--- src/rtl/dted_pkg.sv ---
// ----------------------------------------------------------------------------
// dted_pkg
// Shared types and codes for the elevation data record deframer.
// ----------------------------------------------------------------------------
package dted_pkg;

    // Result kinds, carried on the output tuser.
    localparam logic [2:0] KIND_HEADER   = 3'd0;
    localparam logic [2:0] KIND_SAMPLE   = 3'd1;
    localparam logic [2:0] KIND_OK       = 3'd2;
    localparam logic [2:0] KIND_BAD_RECOG = 3'd3;
    localparam logic [2:0] KIND_MISMATCH = 3'd4;

    // Configuration register indexes.
    localparam logic REG_SAMPLES_PER_PROFILE = 1'b0;
    localparam logic REG_RECOGNITION_VALUE   = 1'b1;

    localparam int CFG_DATA_W = 16;
    localparam int TDATA_W    = 152;

    // One result item as it leaves the parser.
    typedef struct packed {
        logic [2:0]  result_kind;
        logic [23:0] block_count;
        logic [15:0] column_number;
        logic [15:0] first_index;
        logic [15:0] sample_index;
        logic [15:0] sample_value;
        logic [31:0] checksum_computed;
        logic [31:0] checksum_read;
        logic        end_of_record;
    } result_t;

endpackage

--- src/rtl/dted_parser.sv ---
// ----------------------------------------------------------------------------
// dted_parser
// Record state machine: header capture, sample assembly, byte sum and
// trailer compare. One byte is consumed per enabled cycle.
// ----------------------------------------------------------------------------
module dted_parser (
    input  logic                            clk,
    input  logic                            rst_n,
    input  logic                            cfg_we,
    input  logic                            cfg_index,
    input  logic [dted_pkg::CFG_DATA_W-1:0] cfg_data,
    input  logic                            in_valid,
    input  logic [7:0]                      in_byte,
    input  logic                            in_start,
    output logic                            res_valid,
    output dted_pkg::result_t               res
);

    localparam logic [1:0] PH_WAIT    = 2'd0;
    localparam logic [1:0] PH_HEADER  = 2'd1;
    localparam logic [1:0] PH_SAMPLES = 2'd2;
    localparam logic [1:0] PH_TRAILER = 2'd3;

    localparam logic [2:0] BLOCK_LAST_POS   = 3'd3;
    localparam logic [2:0] COLUMN_LAST_POS  = 3'd5;
    localparam logic [2:0] HEADER_LAST_POS  = 3'd7;
    localparam logic [2:0] TRAILER_LAST_POS = 3'd3;

    logic [15:0] spp_reg;
    logic [7:0]  recog_reg;

    logic [1:0]  phase_reg,   phase_next;
    logic [2:0]  pos_reg,     pos_next;
    logic [23:0] blocks_reg,  blocks_next;
    logic [15:0] column_reg,  column_next;
    logic [15:0] row_reg,     row_next;
    logic [15:0] index_reg,   index_next;
    logic [7:0]  hold_reg,    hold_next;
    logic [31:0] sum_reg,     sum_next;
    logic [31:0] trailer_reg, trailer_next;

    logic [15:0] index_inc;
    logic [31:0] sum_add;

    assign index_inc = index_reg + 16'd1;
    assign sum_add   = sum_reg + {24'd0, in_byte};

    // Configuration registers.
    always_ff @(posedge clk or negedge rst_n)
    begin
        if (!rst_n)
        begin
            spp_reg   <= 16'd3601;
            recog_reg <= 8'd170;
        end
        else if (cfg_we)
        begin
            unique case (cfg_index)
                dted_pkg::REG_SAMPLES_PER_PROFILE: spp_reg   <= cfg_data;
                dted_pkg::REG_RECOGNITION_VALUE:   recog_reg <= cfg_data[7:0];
            endcase
        end
    end

    // Next state and the result of the current byte.
    always_comb
    begin
        phase_next   = phase_reg;
        pos_next     = pos_reg;
        blocks_next  = blocks_reg;
        column_next  = column_reg;
        row_next     = row_reg;
        index_next   = index_reg;
        hold_next    = hold_reg;
        sum_next     = sum_reg;
        trailer_next = trailer_reg;
        res_valid    = 1'b0;
        res          = '0;

        if (in_valid)
        begin
            if (in_start)
            begin
                // A start flag drops any record; only a matching byte starts one.
                blocks_next  = '0;
                column_next  = '0;
                row_next     = '0;
                trailer_next = '0;
                hold_next    = '0;
                if (in_byte != recog_reg)
                begin
                    phase_next        = PH_WAIT;
                    pos_next          = '0;
                    sum_next          = '0;
                    res_valid         = 1'b1;
                    res.result_kind   = dted_pkg::KIND_BAD_RECOG;
                    res.end_of_record = 1'b1;
                end
                else
                begin
                    phase_next = PH_HEADER;
                    pos_next   = 3'd1;
                    sum_next   = {24'd0, in_byte};
                end
            end
            else
            begin
                unique case (phase_reg)
                    PH_WAIT:
                    begin
                        // Bytes outside a record are dropped.
                    end
                    PH_HEADER:
                    begin
                        sum_next = sum_add;
                        if (pos_reg <= BLOCK_LAST_POS)
                            blocks_next = {blocks_reg[15:0], in_byte};
                        else if (pos_reg <= COLUMN_LAST_POS)
                            column_next = {column_reg[7:0], in_byte};
                        else
                            row_next = {row_reg[7:0], in_byte};
                        pos_next = pos_reg + 3'd1;
                        if (pos_reg == HEADER_LAST_POS)
                        begin
                            res_valid         = 1'b1;
                            res.result_kind   = dted_pkg::KIND_HEADER;
                            res.block_count   = blocks_next;
                            res.column_number = column_next;
                            res.first_index   = row_next;
                            pos_next          = '0;
                            // A starting row past the profile leaves no samples.
                            if (row_next >= spp_reg)
                            begin
                                phase_next   = PH_TRAILER;
                                trailer_next = '0;
                            end
                            else
                            begin
                                phase_next = PH_SAMPLES;
                                index_next = row_next;
                            end
                        end
                    end
                    PH_SAMPLES:
                    begin
                        sum_next = sum_add;
                        if (pos_reg == 3'd0)
                        begin
                            hold_next = in_byte;
                            pos_next  = 3'd1;
                        end
                        else
                        begin
                            res_valid         = 1'b1;
                            res.result_kind   = dted_pkg::KIND_SAMPLE;
                            res.block_count   = blocks_reg;
                            res.column_number = column_reg;
                            res.first_index   = row_reg;
                            res.sample_index  = index_reg;
                            res.sample_value  = {hold_reg, in_byte};
                            pos_next          = '0;
                            index_next        = index_inc;
                            if ((index_inc == 16'd0) || (index_inc >= spp_reg))
                            begin
                                phase_next   = PH_TRAILER;
                                trailer_next = '0;
                            end
                        end
                    end
                    PH_TRAILER:
                    begin
                        trailer_next = {trailer_reg[23:0], in_byte};
                        pos_next     = pos_reg + 3'd1;
                        if (pos_reg == TRAILER_LAST_POS)
                        begin
                            res_valid             = 1'b1;
                            res.result_kind       = (trailer_next == sum_reg) ?
                                                    dted_pkg::KIND_OK :
                                                    dted_pkg::KIND_MISMATCH;
                            res.block_count       = blocks_reg;
                            res.column_number     = column_reg;
                            res.first_index       = row_reg;
                            res.checksum_computed = sum_reg;
                            res.checksum_read     = trailer_next;
                            res.end_of_record     = 1'b1;
                            phase_next            = PH_WAIT;
                            pos_next              = '0;
                        end
                    end
                endcase
            end
        end
    end

    // Parser state.
    always_ff @(posedge clk or negedge rst_n)
    begin
        if (!rst_n)
        begin
            phase_reg   <= PH_WAIT;
            pos_reg     <= '0;
            blocks_reg  <= '0;
            column_reg  <= '0;
            row_reg     <= '0;
            index_reg   <= '0;
            hold_reg    <= '0;
            sum_reg     <= '0;
            trailer_reg <= '0;
        end
        else
        begin
            phase_reg   <= phase_next;
            pos_reg     <= pos_next;
            blocks_reg  <= blocks_next;
            column_reg  <= column_next;
            row_reg     <= row_next;
            index_reg   <= index_next;
            hold_reg    <= hold_next;
            sum_reg     <= sum_next;
            trailer_reg <= trailer_next;
        end
    end

    // A status result always leaves the parser waiting for a new record.
    assert property (@(posedge clk) disable iff (!rst_n)
        res_valid && res.end_of_record |=> phase_reg == PH_WAIT)
        else $error("parser not waiting after a record status");

    // Inside the header the position never sits at zero.
    assert property (@(posedge clk) disable iff (!rst_n)
        phase_reg == PH_HEADER |-> pos_reg != 3'd0)
        else $error("header position at zero");

    // The trailer position stays within the four trailer bytes.
    assert property (@(posedge clk) disable iff (!rst_n)
        phase_reg == PH_TRAILER |-> pos_reg <= TRAILER_LAST_POS)
        else $error("trailer position out of range");

endmodule

--- src/rtl/dted_out_buffer.sv ---
// ----------------------------------------------------------------------------
// dted_out_buffer
// Output register with one skid entry, so the parser keeps taking bytes
// while a result waits for the receiver.
// ----------------------------------------------------------------------------
module dted_out_buffer (
    input  logic              clk,
    input  logic              rst_n,
    input  logic              in_valid,
    input  dted_pkg::result_t in_item,
    output logic              in_ready,
    output logic              out_valid,
    output dted_pkg::result_t out_item,
    input  logic              out_ready
);

    logic              out_valid_reg;
    logic              skid_valid_reg;
    dted_pkg::result_t out_item_reg;
    dted_pkg::result_t skid_item_reg;
    logic              pop;
    logic              load_main;
    logic              load_skid;
    logic              move_skid;

    assign in_ready  = !skid_valid_reg;
    assign pop       = out_valid_reg && out_ready;
    assign move_skid = skid_valid_reg && pop;
    assign load_main = in_valid && !skid_valid_reg && (!out_valid_reg || pop);
    assign load_skid = in_valid && !skid_valid_reg && out_valid_reg && !pop;

    // Occupancy of the two entries.
    always_ff @(posedge clk or negedge rst_n)
    begin
        if (!rst_n)
        begin
            out_valid_reg  <= 1'b0;
            skid_valid_reg <= 1'b0;
        end
        else
        begin
            if (load_main || move_skid)
                out_valid_reg <= 1'b1;
            else if (pop)
                out_valid_reg <= 1'b0;

            if (load_skid)
                skid_valid_reg <= 1'b1;
            else if (move_skid)
                skid_valid_reg <= 1'b0;
        end
    end

    // Payload of the two entries.
    always_ff @(posedge clk)
    begin
        if (move_skid)
            out_item_reg <= skid_item_reg;
        else if (load_main)
            out_item_reg <= in_item;

        if (load_skid)
            skid_item_reg <= in_item;
    end

    assign out_valid = out_valid_reg;
    assign out_item  = out_item_reg;

    // The skid entry is only ever filled behind a full output register.
    assert property (@(posedge clk) disable iff (!rst_n)
        skid_valid_reg |-> out_valid_reg)
        else $error("skid entry holds an item ahead of the output");

endmodule

--- src/rtl/dted_record_deframer_core.sv ---
// ----------------------------------------------------------------------------
// dted_record_deframer_core
// Elevation data record deframer: one record byte in, header, sample and
// status items out.
// ----------------------------------------------------------------------------
// Usage:
//   The slave stream carries one record byte per item in s_tdata; s_tuser
//   flags the first byte of a record. The master stream carries one result
//   item: s_tuser-style kind in m_tuser, tlast on the record status, and the
//   header, sample and checksum fields in m_tdata.
//   Registers are written through cfg_we/cfg_index/cfg_data while the block
//   is idle: index 0 samples per profile, index 1 recognition byte.
// Timing:
//   One byte is taken every cycle while the skid entry is free. A byte is
//   held in an input register, then parsed by the record state machine into
//   the output buffer. The byte sum and counters update as each byte is
//   parsed, which sets the rate of one byte per cycle.
// Reset and stall:
//   Reset restores the register defaults and waits for a start flag. When the
//   receiver stalls, one more result is held in a skid entry; after that the
//   input stops taking bytes until the receiver takes the waiting result.
// ----------------------------------------------------------------------------
module dted_record_deframer_core (
    input  logic                            clk,
    input  logic                            rst_n,
    input  logic                            cfg_we,
    input  logic                            cfg_index,
    input  logic [dted_pkg::CFG_DATA_W-1:0] cfg_data,
    input  logic                            s_tvalid,
    output logic                            s_tready,
    input  logic [7:0]                      s_tdata,  // [7:0] data_byte
    input  logic                            s_tuser,  // [0] start_of_record
    output logic                            m_tvalid,
    input  logic                            m_tready,
    // [23:0] block_count, [39:24] column_number, [55:40] first_index,
    // [71:56] sample_index, [87:72] sample_value, [119:88] checksum_computed,
    // [151:120] checksum_read
    output logic [dted_pkg::TDATA_W-1:0]    m_tdata,
    output logic [2:0]                      m_tuser,  // [2:0] result_kind
    output logic                            m_tlast   // end_of_record
);

    logic              in_valid_reg;
    logic [7:0]        in_byte_reg;
    logic              in_start_reg;
    logic              buf_ready;
    logic              fire;
    logic              res_valid;
    dted_pkg::result_t res;
    dted_pkg::result_t out_item;

    assign fire     = in_valid_reg && buf_ready;
    assign s_tready = !in_valid_reg || buf_ready;

    // Input register.
    always_ff @(posedge clk or negedge rst_n)
    begin
        if (!rst_n)
            in_valid_reg <= 1'b0;
        else if (s_tvalid && s_tready)
            in_valid_reg <= 1'b1;
        else if (fire)
            in_valid_reg <= 1'b0;
    end

    always_ff @(posedge clk)
    begin
        if (s_tvalid && s_tready)
        begin
            in_byte_reg  <= s_tdata;
            in_start_reg <= s_tuser;
        end
    end

    dted_parser u_parser (
        .clk       (clk),
        .rst_n     (rst_n),
        .cfg_we    (cfg_we),
        .cfg_index (cfg_index),
        .cfg_data  (cfg_data),
        .in_valid  (fire),
        .in_byte   (in_byte_reg),
        .in_start  (in_start_reg),
        .res_valid (res_valid),
        .res       (res)
    );

    dted_out_buffer u_out_buffer (
        .clk       (clk),
        .rst_n     (rst_n),
        .in_valid  (fire && res_valid),
        .in_item   (res),
        .in_ready  (buf_ready),
        .out_valid (m_tvalid),
        .out_item  (out_item),
        .out_ready (m_tready)
    );

    // Pack the result item onto the master stream.
    assign m_tdata = {out_item.checksum_read,
                      out_item.checksum_computed,
                      out_item.sample_value,
                      out_item.sample_index,
                      out_item.first_index,
                      out_item.column_number,
                      out_item.block_count};
    assign m_tuser = out_item.result_kind;
    assign m_tlast = out_item.end_of_record;

endmodule
--- config.mk ---
export PLATFORM = sky130hd
export DESIGN_NAME = dted_record_deframer_core
export DESIGN_NICKNAME = d
export VERILOG_FILES = /design/src/rtl/dted_pkg.sv /design/src/rtl/dted_parser.sv /design/src/rtl/dted_out_buffer.sv /design/src/rtl/dted_record_deframer_core.sv
export SDC_FILE = /design/constraint.sdc
export NUM_CORES = 1
export LEC_CHECK = 0
export CORE_MARGIN = 1
export CORE_UTILIZATION = 50
export DETAILED_ROUTE_END_ITERATION = 16
export DONT_BUFFER_PORTS = 1
export PLACE_DENSITY = 0.74
export SETUP_SLACK_MARGIN = 0.15
export SKIP_CTS_REPAIR_TIMING = 1
export SYNTH_ARGS = -nofsm -noshare
export SYNTH_HDL_FRONTEND = slang
export SYNTH_HIERARCHICAL = 1
export SYNTH_SLANG_ARGS = --single-unit
--- constraint.sdc ---
create_clock -name clk -period 20.5 [get_ports clk]
set_input_delay 2.05 -clock clk [delete_from_list [all_inputs] [get_ports clk]]
set_output_delay 2.05 -clock clk [all_outputs]
set_load 0.01 [all_outputs]
==> results.md <==
* Compound-cell area share of the yosys netlist at 9.18%
* H-tree levels at 2
* TritonCTS buffer count at 51
* Global route overflow at 0
* Std cell rows at 77
* Cell Chain, Critical Path: ha_1, ha_1, or3_1, mux2i_1, inv_1, ha_1, a21o_1, a211oi_1, a21oi_1, a221o_1, a211oi_1, o21ai_0, nand2_1, a22o_1
* Largest family of logic cells by synthesized area: multiplexers
* Port bufs at 0
* Final hold vios at 0
* Nets at 1756
* DIE AREA at 46300 sq um
* Dpl cells at 2212
* CP Max Fanout at 24
* Dpl hpwl at 33000 um
* Post-route insts no fill at 2312
* DRC at 0
* Post-Route WL at 50500 um
* Pin count of the biggest net entering global routing at 169
* Clock transition at path regs at 60 ps
* Crit path buffers/inverters at 1
* Hold Worst Slack at 499 ps
* Cell Pwr Density at 112 nW/um^2
* Mux cell area share after synthesis at 11.4%
* Critical Path Start Type: flop
* DRT iter0 DRCs at 1109
* Vias per cell at 5.86
* Synthesis-stage register bit count at 489
* Cell taking the most area after synthesis: edfxtp_1
* Sequential-to-total area share from yosys stat at 61.0%
* Die Width at 215 um
* TritonCTS sink count at 489
* Final setup margin at 15580 ps
* Sequential power share at 48.0%
* Commonest cells after routing, fill and taps aside: 321 x edfxtp_1, 159 x dfrtp_1, 144 x nor2_1
* Max Fclk at 0.203 GHz
* Max IR drop VDD at 66.8 uV
* Area share of the largest cell type after synthesis at 42.4%
* Detail Route Antenna Nets at 0
* CTS tree: yes
* Cell area after synthesis at 22700 sq um
* Worst Skew at 18.3 ps
* Synth top area cells: edfxtp_1 42%, dfrtp_1 18%, mux2_4 9.3%
* Post-synth net total at 1771
* Slew @ Worst Pin at 1170 ps
* Ys Warns at 6
* Critical path class: reg2reg
* Synth Area in XOR/XNOR at 2.77%
* Main flop type after synthesis: edfxtp_1
* CP Capture Type: flop
* Design Area, Final at 25000 sq um
* Maximum buffer depth of the clock tree at 3
* Slowest stage delay, CP at 720 ps
* Die Ht at 215 um
* Final period utilization at 24.0%
* DP Worst Slack at 15610 ps
* WP data arrival at 5450 ps
* Combinational power share at 17.6%
* Share of cells above drive strength 1 at 17.8%
* First-pass GRT wire length at 79300 um
* Vias at 13500
* P_int at 1.95 mW
* Max-slew violations at 0
* DR WL/cell at 21.9 um
* Initial Util at 51.1%
* Net Sw Frac at 30.0%
* Final setup TNS at 0 ps
* Sw Pwr at 0.834 mW
* Number of cells produced by synthesis at 1688
* Layout area overhead at 9.86%
* Antenna violations before repair at 5
* Synth Area in Simple Gates at 9.56%
* GP Congestion at 0.901
* Number of synthesized flops with an enable pin at 321
* Most frequent CP cell: ha_1
* Slew headroom at 21.9%
* R2r setup slk at 15580 ps
* DP Area at 23200 sq um
* RSZ-0062 raised after global routing: false
* Worst Path Required at 21030 ps
* Final min period at 4920 ps
* Vias in the first global route at 13400
* Pre-antenna DRT Iters at 5
* Fraction of registers with async set/reset at 34.4%
* Status: completed
* Setup-failing EPs final at 0
* Part of the power in the clock network at 34.4%
* HP Class: reg2reg
* Slowest-stage cell, CP: or3_1
* Num ports at 189
* Netlist cell types at 70
* Max Cap Viol at 0
* Fillcell total at 3527
* Leak Pwr at 10.3 nW
* Post-synthesis adder-cell area fraction at 2.90%
* Gr usage total at 21.9%
* Most common cell after layout, fill and taps aside: edfxtp_1
* Core outline area at 44500 sq um
* Top delay family on crit path: compound AO/OA/AOI/OAI gates
* Clock latency on the worst-skew pair at 600 ps
* Mean area per synthesized cell at 13.5 sq um
* Root buffer cell: clkbuf_16
## worst paths after layout
path / start / to / cells after the start
setup / recovery: u_parser/pos_reg[1] / u_parser/trailer_reg[23] / 14
hold / removal: u_parser/column_reg[14] / u_parser/column_reg[14] / 1
setup reg to reg: u_parser/pos_reg[1] / u_parser/trailer_reg[23] / 14
hold reg to reg: u_parser/column_reg[14] / u_parser/column_reg[14] / 1
max in group asynchronous: rst_n / u_parser/recog_reg[1] / 0
min in group asynchronous: rst_n / u_parser/blocks_reg[5] / 0
## layer usage
| layer | up-vias | routed length (um) | GRT usage, % |
|---|---|---|---|
| li1 | 6157 | - | - |
| met1 | 6864 | 21600 | 29.4 |
| met2 | 432 | 24500 | 35.5 |
| met3 | 85 | 3180 | 4.97 |
| met4 | 2 | 1220 | 6.97 |
| met5 | - | 13 | 0 |
## synthesized netlist by cell type (7+ instances only)
library cell and count:
buf_2 10, mux2i_1 19, nand4_1 10, mux2_4 140, o21ai_1 20, a21oi_1 57
nor2b_1 10, a22oi_1 53, o21ai_0 50, dfrtp_1 159, nand3_1 17, clkbuf_1 63
nand2_1 87, xnor2_1 31, nor4_1 11, buf_6 17, nor3_1 12, mux2_2 26
and2_1 98, dfstp_2 9, ha_1 51, xor2_1 39, edfxtp_1 321, a22o_1 66
a211oi_1 9, o2bb2ai_1 8, nand2b_1 7, and3_1 14, nor2_1 144, inv_1 53
## stage by stage
step           power, mW  util (%)
6_report            2.78      56.1
5_1_grt             2.91      56.1
3_3_place_gp        1.83      52.2
2_1_floorplan       1.72         -
4_1_cts             2.80      56.1
3_5_place_dp        1.84      52.2
## area by class of cell
cell class / count / area (sq um) / share of cell area (%)
Sequential cell: 489 / 13900 / 55.5
Multi-Input combinational cell: 1047 / 8200 / 32.8
Clock buffer: 68 / 1400 / 5.61
Tap cell: 592 / 741 / 2.97
Clock inverter: 28 / 338 / 1.35
Timing Repair Buffer: 29 / 218 / 0.872
Inverter: 55 / 206 / 0.827
Antenna cell: 4 / 10.0 / 0.0401
## power by group through the flow
stage	clock, mW	combinational (mW)	sequential (mW)
global route	1.02	0.534	1.35
CTS	0.976	0.488	1.34
detailed placement	0	0.485	1.36
floorplan	0	0.371	1.34
finish	0.958	0.490	1.34
global placement	0	0.471	1.35
## kinds of logic after synthesis
logic type	Yosys count
DFF	489
muxes	186
adders and majority gates	52
buffers and inverters	152
and+or+nand+nor	435
xor gates and xnor gates	71
AOI/OAI and AO/OA	303
(Power assumes the default switching activity.)
